### config.mk
export PLATFORM = sky130hd
export DESIGN_NAME = kmp_stream_matcher
export DESIGN_NICKNAME = d
export VERILOG_FILES = /design/src/hw/rtl/kmp_pkg.sv /design/src/hw/rtl/kmp_stream_matcher.sv /design/src/hw/rtl/kmp_ctrl.sv /design/src/hw/rtl/kmp_dp.sv
export SDC_FILE = /design/constraint.sdc
export NUM_CORES = 2
export LEC_CHECK = 0
export BUFFER_PORTS_ARGS = -buffer_cell sky130_fd_sc_hd__buf_2
export CORE_MARGIN = 2
export CORE_UTILIZATION = 45
export DETAILED_ROUTE_END_ITERATION = 10
export PLACE_DENSITY = 0.66
export SYNTH_ARGS = -nofsm -noshare
export SYNTH_HDL_FRONTEND = slang
export SYNTH_MEMORY_MAX_BITS = 65536
export SYNTH_SLANG_ARGS = --single-unit
export TNS_END_PERCENT = 30
### constraint.sdc
create_clock -name clk -period 12.2 [get_ports clk]
set_input_delay 2.44 -clock clk [delete_from_list [all_inputs] [get_ports clk]]
set_output_delay 2.44 -clock clk [all_outputs]
set_load 0.01 [all_outputs]
### src/hw/rtl/kmp_pkg.sv
`timescale 1ns / 1ps

package kmp_pkg;

	localparam int MAX_PATTERN_DEF = 256;
	localparam int COUNT_BITS_DEF  = 32;
	localparam int REPORT_BITS     = 32;

	typedef enum logic [1:0] {
		REQ_CLEAR  = 2'd0,
		REQ_APPEND = 2'd1,
		REQ_START  = 2'd2,
		REQ_TEXT   = 2'd3
	} req_t;

	typedef enum logic [1:0] {
		ST_OK    = 2'd0,
		ST_FULL  = 2'd1,
		ST_EMPTY = 2'd2
	} status_t;

	// controller -> datapath
	typedef struct packed {
		logic accept;  // latch the request beat
		logic follow;  // load the walk pointer from the failure table read
		logic commit;  // update state and load the output register
	} cmd_t;

	// datapath -> controller
	typedef struct packed {
		logic need_fetch; // text byte with the state at a full match
		logic need_walk;  // request walks the failure chain
		logic walk_done;  // chain walk reached a hit or the root
		logic out_free;   // output register can take a beat
	} stat_t;

endpackage

### src/hw/rtl/kmp_stream_matcher.sv
`timescale 1ns / 1ps

// Channel   Dir  Signals                    Beat contents
// s_*       in   tvalid tready tdata tuser  tdata: data_byte; tuser: req_type
// m_*       out  tvalid tready tdata tuser  tdata: match_count; tuser: match_found, status
//
// Clear, start, a dropped pattern byte and a text byte with an empty pattern
// go from idle straight to the response state. Any other append or text byte
// also walks the failure table, one step per cycle, as the table read port is
// registered; a text byte whose state sits at a full match adds a fetch state.
// KMP bounds the walk to two steps per byte on average.
// Reset (arst_n) clears length, prefix, match state and count; the pattern and
// failure stores are not cleared and need no pass after reset.
// A result that waits in the output register holds the commit of the next item.

module kmp_stream_matcher
	import kmp_pkg::*;
#(
	parameter int MAX_PATTERN = MAX_PATTERN_DEF,
	parameter int COUNT_BITS  = COUNT_BITS_DEF
) (
	input  logic                   clk,
	input  logic                   arst_n,
	input  logic                   s_tvalid,
	output logic                   s_tready,
	input  logic [7:0]             s_tdata,  // [7:0] data_byte
	input  logic [1:0]             s_tuser,  // [1:0] req_type
	output logic                   m_tvalid,
	input  logic                   m_tready,
	output logic [REPORT_BITS-1:0] m_tdata,  // [31:0] match_count
	output logic [2:0]             m_tuser   // [0] match_found, [2:1] status
);

	cmd_t    cmd;
	stat_t   stat;
	logic    out_found;
	status_t out_status;

	// Sequencer: accept a beat, walk the failure chain, commit the result.
	kmp_ctrl u_ctrl (
		.clk      (clk),
		.arst_n   (arst_n),
		.s_tvalid (s_tvalid),
		.s_tready (s_tready),
		.stat     (stat),
		.cmd      (cmd)
	);

	// Pattern and failure stores, walk pointer, state and the output register.
	kmp_dp #(
		.MAX_PATTERN (MAX_PATTERN),
		.COUNT_BITS  (COUNT_BITS)
	) u_dp (
		.clk        (clk),
		.arst_n     (arst_n),
		.cmd        (cmd),
		.stat       (stat),
		.req_in     (req_t'(s_tuser)),
		.byte_in    (s_tdata),
		.out_ready  (m_tready),
		.out_valid  (m_tvalid),
		.out_found  (out_found),
		.out_count  (m_tdata),
		.out_status (out_status)
	);

	assign m_tuser = {out_status, out_found};

	// One beat in flight: the input side closes right after a beat is taken.
	a_one_in_flight: assert property (@(posedge clk) disable iff (!arst_n)
		(s_tvalid && s_tready) |=> !s_tready)
		else $error("input accepted while an item is in flight");

	// A reported match always carries an ok status.
	a_match_ok: assert property (@(posedge clk) disable iff (!arst_n)
		(m_tvalid && m_tuser[0]) |-> (m_tuser[2:1] == ST_OK))
		else $error("match reported with a non-ok status");

	// A commit always presents a result beat in the next cycle.
	a_commit_out: assert property (@(posedge clk) disable iff (!arst_n)
		cmd.commit |=> m_tvalid)
		else $error("commit without an output beat");

	// The chain walk never runs while the input side is open.
	a_walk_closed: assert property (@(posedge clk) disable iff (!arst_n)
		cmd.follow |-> !s_tready)
		else $error("failure walk while idle");

endmodule

### src/hw/rtl/kmp_ctrl.sv
`timescale 1ns / 1ps

module kmp_ctrl
	import kmp_pkg::*;
(
	input  logic  clk,
	input  logic  arst_n,
	input  logic  s_tvalid,
	output logic  s_tready,
	input  stat_t stat,
	output cmd_t  cmd
);

	typedef enum logic [3:0] {
		S_IDLE  = 4'b0001,
		S_FETCH = 4'b0010,
		S_WALK  = 4'b0100,
		S_RESP  = 4'b1000
	} state_t;

	state_t state_q, state_d;

	assign s_tready = (state_q == S_IDLE);

	always_comb begin
		state_d    = state_q;
		cmd.accept = 1'b0;
		cmd.follow = 1'b0;
		cmd.commit = 1'b0;
		unique case (state_q)
			S_IDLE: begin
				if (s_tvalid) begin
					cmd.accept = 1'b1;
					if (stat.need_fetch) begin
						state_d = S_FETCH;
					end else if (stat.need_walk) begin
						state_d = S_WALK;
					end else begin
						state_d = S_RESP;
					end
				end
			end
			S_FETCH: begin
				cmd.follow = 1'b1;
				state_d    = S_WALK;
			end
			S_WALK: begin
				if (stat.walk_done) begin
					state_d = S_RESP;
				end else begin
					cmd.follow = 1'b1;
				end
			end
			S_RESP: begin
				if (stat.out_free) begin
					cmd.commit = 1'b1;
					state_d    = S_IDLE;
				end
			end
			default: state_d = S_IDLE;
		endcase
	end

	always_ff @(posedge clk or negedge arst_n) begin
		if (!arst_n) begin
			state_q <= S_IDLE;
		end else begin
			state_q <= state_d;
		end
	end

endmodule

### src/hw/rtl/kmp_dp.sv
`timescale 1ns / 1ps

module kmp_dp
	import kmp_pkg::*;
#(
	parameter int MAX_PATTERN = MAX_PATTERN_DEF,
	parameter int COUNT_BITS  = COUNT_BITS_DEF
) (
	input  logic                   clk,
	input  logic                   arst_n,
	input  cmd_t                   cmd,
	output stat_t                  stat,
	input  req_t                   req_in,
	input  logic [7:0]             byte_in,
	input  logic                   out_ready,
	output logic                   out_valid,
	output logic                   out_found,
	output logic [REPORT_BITS-1:0] out_count,
	output status_t                out_status
);

	// Positions are kept as (KMP index + 1) so that -1 becomes zero.
	localparam int LW = $clog2(MAX_PATTERN + 1);
	localparam int PA = (MAX_PATTERN > 1) ? $clog2(MAX_PATTERN) : 1;
	localparam logic [LW-1:0] LEN_MAX = LW'(MAX_PATTERN);

	logic [7:0]    pat_mem [0:MAX_PATTERN-1];
	logic [LW-1:0] fail_mem [0:MAX_PATTERN];

	logic [LW-1:0]         len_q, bld_q, mst_q, q_q;
	logic [LW-1:0]         len_d, bld_d, mst_d, q_d;
	logic [COUNT_BITS-1:0] cnt_q, cnt_d;
	req_t                  req_q;
	logic [7:0]            byte_q;
	status_t               st_q, st_in;
	logic [7:0]            p_rd_q;
	logic [LW-1:0]         f_rd_q, f_eff;
	logic                  f_zero_q;
	logic [LW-1:0]         f_idx;
	logic [PA-1:0]         p_idx;
	logic                  found_d;
	logic                  out_valid_q, out_found_q;
	logic [REPORT_BITS-1:0] out_count_q;
	status_t               out_status_q;

	always_comb begin
		st_in = ST_OK;
		if (req_in == REQ_APPEND && len_q == LEN_MAX) begin
			st_in = ST_FULL;
		end else if (req_in == REQ_TEXT && len_q == '0) begin
			st_in = ST_EMPTY;
		end
	end

	assign stat.need_fetch = (req_in == REQ_TEXT) && (len_q != '0) && (mst_q == len_q);
	assign stat.need_walk  = ((req_in == REQ_APPEND) && (len_q != LEN_MAX)) ||
		((req_in == REQ_TEXT) && (len_q != '0) && (mst_q != len_q));
	assign stat.walk_done  = (q_q == '0) || (p_rd_q == byte_q);
	assign stat.out_free   = !out_valid_q || out_ready;

	// Failure entry zero is the root and always reads as zero.
	assign f_eff = f_zero_q ? '0 : f_rd_q;

	always_comb begin
		q_d = q_q;
		if (cmd.accept) begin
			if (req_in == REQ_APPEND) begin
				q_d = bld_q;
			end else begin
				q_d = LW'(mst_q + 1'b1);
			end
		end else if (cmd.follow) begin
			q_d = f_eff;
		end
	end

	// Read ahead so the data for the next pointer is ready next cycle.
	assign p_idx = PA'(q_d - LW'(1));
	assign f_idx = (cmd.accept && stat.need_fetch) ? len_q : LW'(q_d - LW'(1));

	always_ff @(posedge clk) begin
		p_rd_q   <= pat_mem[p_idx];
		f_rd_q   <= fail_mem[f_idx];
		f_zero_q <= (f_idx == '0);
		if (cmd.accept && req_in == REQ_APPEND && st_in == ST_OK) begin
			pat_mem[PA'(len_q)] <= byte_in;
		end
		if (cmd.commit && req_q == REQ_APPEND && st_q == ST_OK) begin
			fail_mem[LW'(len_q + 1'b1)] <= LW'(q_q + 1'b1);
		end
	end

	always_comb begin
		len_d   = len_q;
		bld_d   = bld_q;
		mst_d   = mst_q;
		cnt_d   = cnt_q;
		found_d = 1'b0;
		unique case (req_q)
			REQ_CLEAR: begin
				len_d = '0;
				bld_d = '0;
				mst_d = '0;
			end
			REQ_APPEND: begin
				if (st_q == ST_OK) begin
					bld_d = LW'(q_q + 1'b1);
					len_d = LW'(len_q + 1'b1);
				end
			end
			REQ_START: begin
				mst_d = '0;
				cnt_d = '0;
			end
			REQ_TEXT: begin
				if (st_q == ST_OK) begin
					mst_d   = q_q;
					found_d = (q_q == len_q);
					if (found_d && cnt_q != '1) begin
						cnt_d = cnt_q + 1'b1;
					end
				end
			end
			default: ;
		endcase
	end

	always_ff @(posedge clk) begin
		if (cmd.accept) begin
			req_q  <= req_in;
			byte_q <= byte_in;
			st_q   <= st_in;
		end
		if (cmd.accept || cmd.follow) begin
			q_q <= q_d;
		end
		if (cmd.commit) begin
			out_found_q  <= found_d;
			out_count_q  <= REPORT_BITS'(cnt_d);
			out_status_q <= st_q;
		end
	end

	always_ff @(posedge clk or negedge arst_n) begin
		if (!arst_n) begin
			len_q       <= '0;
			bld_q       <= '0;
			mst_q       <= '0;
			cnt_q       <= '0;
			out_valid_q <= 1'b0;
		end else begin
			if (cmd.commit) begin
				len_q       <= len_d;
				bld_q       <= bld_d;
				mst_q       <= mst_d;
				cnt_q       <= cnt_d;
				out_valid_q <= 1'b1;
			end else if (out_ready) begin
				out_valid_q <= 1'b0;
			end
		end
	end

	assign out_valid  = out_valid_q;
	assign out_found  = out_found_q;
	assign out_count  = out_count_q;
	assign out_status = out_status_q;

endmodule

==> impl_metrics.json <==
{
  "status": "finished with violations",
  "violations": "max-capacitance violations, max-slew violations",
  "cts.clk_slew.worst_paths_ns": 0.06,
  "dieArea_sq_mm": 0.405,
  "ys_seq_area_frac": 0.748,
  "cts_hold_buf": 0,
  "antenna_found_initial": 10,
  "grt_use_total": 0.223,
  "syn_nets": 10900,
  "post-route-period-util": 0.676,
  "num_vias": 99000,
  "yosysWarnings": 0,
  "hp-class": "reg2reg",
  "timing.rr.start": "u_dp.q_q[0]$_DFFE_PP_",
  "cts_tree": "done",
  "core.rowCount": 232,
  "crit_path_max_fanout": 50,
  "hold_start": "u_dp.bld_q[0]$_DFFE_PN0P_",
  "ios": 51,
  "grt-ovfl-total": 0,
  "cts_resized": 0,
  "cp-start-kind": "input port",
  "layout-drive-gt1-share": 0.144,
  "drtIter0Drc": 13500,
  "async_flop_share": 0.0142,
  "post-cts-setup-buffer-count": 0,
  "crit_type": "in2reg",
  "initial_core_util": 0.451,
  "portBuffers": 50,
  "cts_root_buf": "clkbuf_16",
  "tightestPinTransition_ns": 1.51,
  "syn_to_final_growth_pct": 11.0,
  "rsz0062_at_grt": "false",
  "reg2reg_depth": 19,
  "drt_wl_total_um": 462000,
  "grt_pass1_vias": 97100,
  "place_ws_ns": 2.88,
  "clock-sinks": 4499,
  "tns_ns": 0,
  "gp_congestion": 0.883,
  "skew_ns": 0.0574,
  "worstPathRequired_ns": 12.96,
  "maxCapViolCount": 1,
  "synthFlopType": "edfxtp_1",
  "final_area_sq_mm": 0.200,
  "synth_edf_count": 4417,
  "min_path_cells": 2,
  "fin_util": 0.501,
  "core_area_sq_mm": 0.399,
  "remaining_drc_errors": 0,
  "worst_slack_ns": 3.95,
  "insertion_delay_ns": 1.00,
  "numCtsBuffers": 435,
  "grt_first_pass_wirelength_um": 673000,
  "postRouteAntennaNets": 0,
  "via_per_inst": 6.02,
  "drv_slew": 2,
  "max_freq_ghz": 0.121,
  "slew_headroom": -0.0186,
  "period_needed_ns": 8.25,
  "wl_per_cell_um": 28.1,
  "firstDrtPassIters": 9,
  "die_w_um": 636,
  "yosysUniqueCellTypes": 83,
  "min_delay_worst_endpoint": "u_dp.bld_q[0]$_DFFE_PN0P_",
  "arrival_ns": 9.01,
  "hold_viol_final": 0,
  "fin_nets": 10800,
  "hpwl_um": 266000,
  "synthCells": 10900,
  "ys_seq_elements": 4499,
  "avgSynthCellArea_sq_um": 16.6,
  "cts_buffer_depth": 4,
  "regToRegSetupSlack_ns": 4.57,
  "dieHeight_um": 636,
  "setup_viol": 0,
  "dpl_cell_area_sq_mm": 0.186,
  "r2r-end": "u_dp.f_rd_q[5]$_DFF_P_",
  "synth_area_sq_mm": 0.180,
  "endpoint_kind": "register",
  "grt_start_max_net_pins": 225,
  "cts.htree.levels": 5
}
==> cell type report <==
cell class | count | area [sq um]
sequential | 4499 | 135000
tap | 5265 | 6590
antenna | 7 | 17.5
timing repair buffer | 220 | 1980
multi-input combinational | 5638 | 42500
fill | 31900 | 199000
clock buffer | 543 | 11600
clock inverter | 260 | 2450
inverter | 24 | 110
==> cells by family after synthesis <==
logic type | after synthesis | synth area share
DFF | 4499 | 0.748
adders and majority gates | 10 | 0.000695
buffers and inverters | 730 | 0.0177
muxes | 1262 | 0.117
AOI/OAI and AO/OA | 574 | 0.0227
and+or+nand+nor | 3709 | 0.0894
xor gates and xnor gates | 83 | 0.00404
==> metrics by stage <==
| stage | hold WS [ns] | instances |
|---|---|---|
| after floorplan | 0.449 | 10900 |
| after global placement | 0.492 | 15600 |
| after detailed placement | 0.487 | 15600 |
| after CTS | 0.499 | 16400 |
| after global routing | 0.539 | 16500 |
| final | 0.513 | 16500 |
==> registers in the layout, indices dropped and copies added, names as in the netlist <==
name,count
u_dp.f_zero_q,1
u_dp.p_rd_q,8
u_ctrl.state_q,4
u_dp.bld_q,9
u_dp.req_q,2
u_dp.fail_mem,2313
u_dp.f_rd_q,9
u_dp.cnt_q,32
u_dp.out_valid,1
u_dp.out_status,2
u_dp.out_count,32
u_dp.st_q,2
u_dp.out_found,1
u_dp.mst_q,9
u_dp.byte_q,8
u_dp.len_q,9
u_dp.q_q,9
u_dp.pat_mem,2048
==> synth_stat cells (29+ instances only) <==
cell,instances,share of area
buf_2,249,0.0069
buf_4,33,0.0014
nor2_1,603,0.013
a311oi_1,65,0.0032
xnor2_1,45,0.0022
clkbuf_1,345,0.0072
mux4_2,676,0.085
mux2i_1,552,0.031
a21oi_1,107,0.0030
nand2_1,1664,0.035
o21ai_0,65,0.0018
nor3_1,107,0.0030
edfxtp_1,4417,0.74
mux2_2,34,0.0021
and3_1,50,0.0017
a211oi_1,29,0.0012
dfrtp_1,63,0.0088
a22o_1,36,0.0018
a31oi_1,69,0.0024
o22a_1,50,0.0024
nand3_1,1140,0.032
xor2_1,38,0.0018
buf_1,77,0.0016
==> worst max-delay path, stage by stage <==
cell	delay, ns
buf_2	0.21
nand2b_1	0.54
mux2i_1	0.43
nor2_1	0.10
nor3_1	0.26
a21o_4	0.43
ha_1	0.33
inv_1	0.11
nor2_1	0.23
mux2i_4	0.13
nand2_4	0.69
buf_4	0.64
nand3_1	0.16
and3_1	0.21
a311oi_1	0.25
nor3_1	0.14
nor4b_1	1.27
a31oi_1	0.29
==> worst max path at each step <==
stage	startpoint	to	slack (ns)	depth (start not counted)
floorplan	u_dp.q_q[2]$_DFFE_PP_	u_dp.fail_mem[0][7]$_DFFE_PP_	2.18	5
global placement	s_tuser[1]	u_dp.p_rd_q[4]$_DFF_P_	2.83	14
detailed placement	s_tuser[1]	u_dp.p_rd_q[4]$_DFF_P_	2.88	14
CTS	s_tuser[1]	u_dp.p_rd_q[4]$_DFF_P_	3.94	14
global route	s_tuser[1]	u_dp.p_rd_q[4]$_DFF_P_	3.61	14
finish	s_tuser[1]	u_dp.f_rd_q[5]$_DFF_P_	3.95	18
==> cell usage in the layout (no fill, tap or decap), types with 13 or more instances in the layout <==
master and instances:
bufinv_16 42, clkinvlp_4 20, nor3_1 106, dfxtp_1 18, buf_4 139, mux2_2 34, a211oi_1 28, edfxtp_1 4417
o2bb2ai_1 21, buf_12 31, xor2_1 37, nand3_2 13, inv_1 18, clkbuf_8 16, xnor2_1 36, a22o_1 36
nand3_1 1124, buf_2 42, clkbuf_16 444, a21oi_1 107, o21ai_0 65, a22oi_1 21, a311oi_1 65, a221oi_1 13
and3_1 49, mux2i_1 548, clkbuf_1 91, and2_1 20, a31oi_1 69, mux4_2 676, dfrtp_1 63, o31ai_1 15
clkinv_1 101, o22a_1 50, nor2_1 599, nor4_1 16, nand4_1 28, nand2_1 1661, clkinv_2 77
==> metal layers <==
layer	vias to the layer above	GRT usage	wire [um]
li1	42000	-	-
met1	50900	0.305	179000
met2	5137	0.358	221000
met3	931	0.0382	43000
met4	8	0.0893	20100
met5	-	0	55
Power is left out: the tool's default activity adds up to more than one toggle a clock period on the data nets, which glitch-free logic cannot reach.
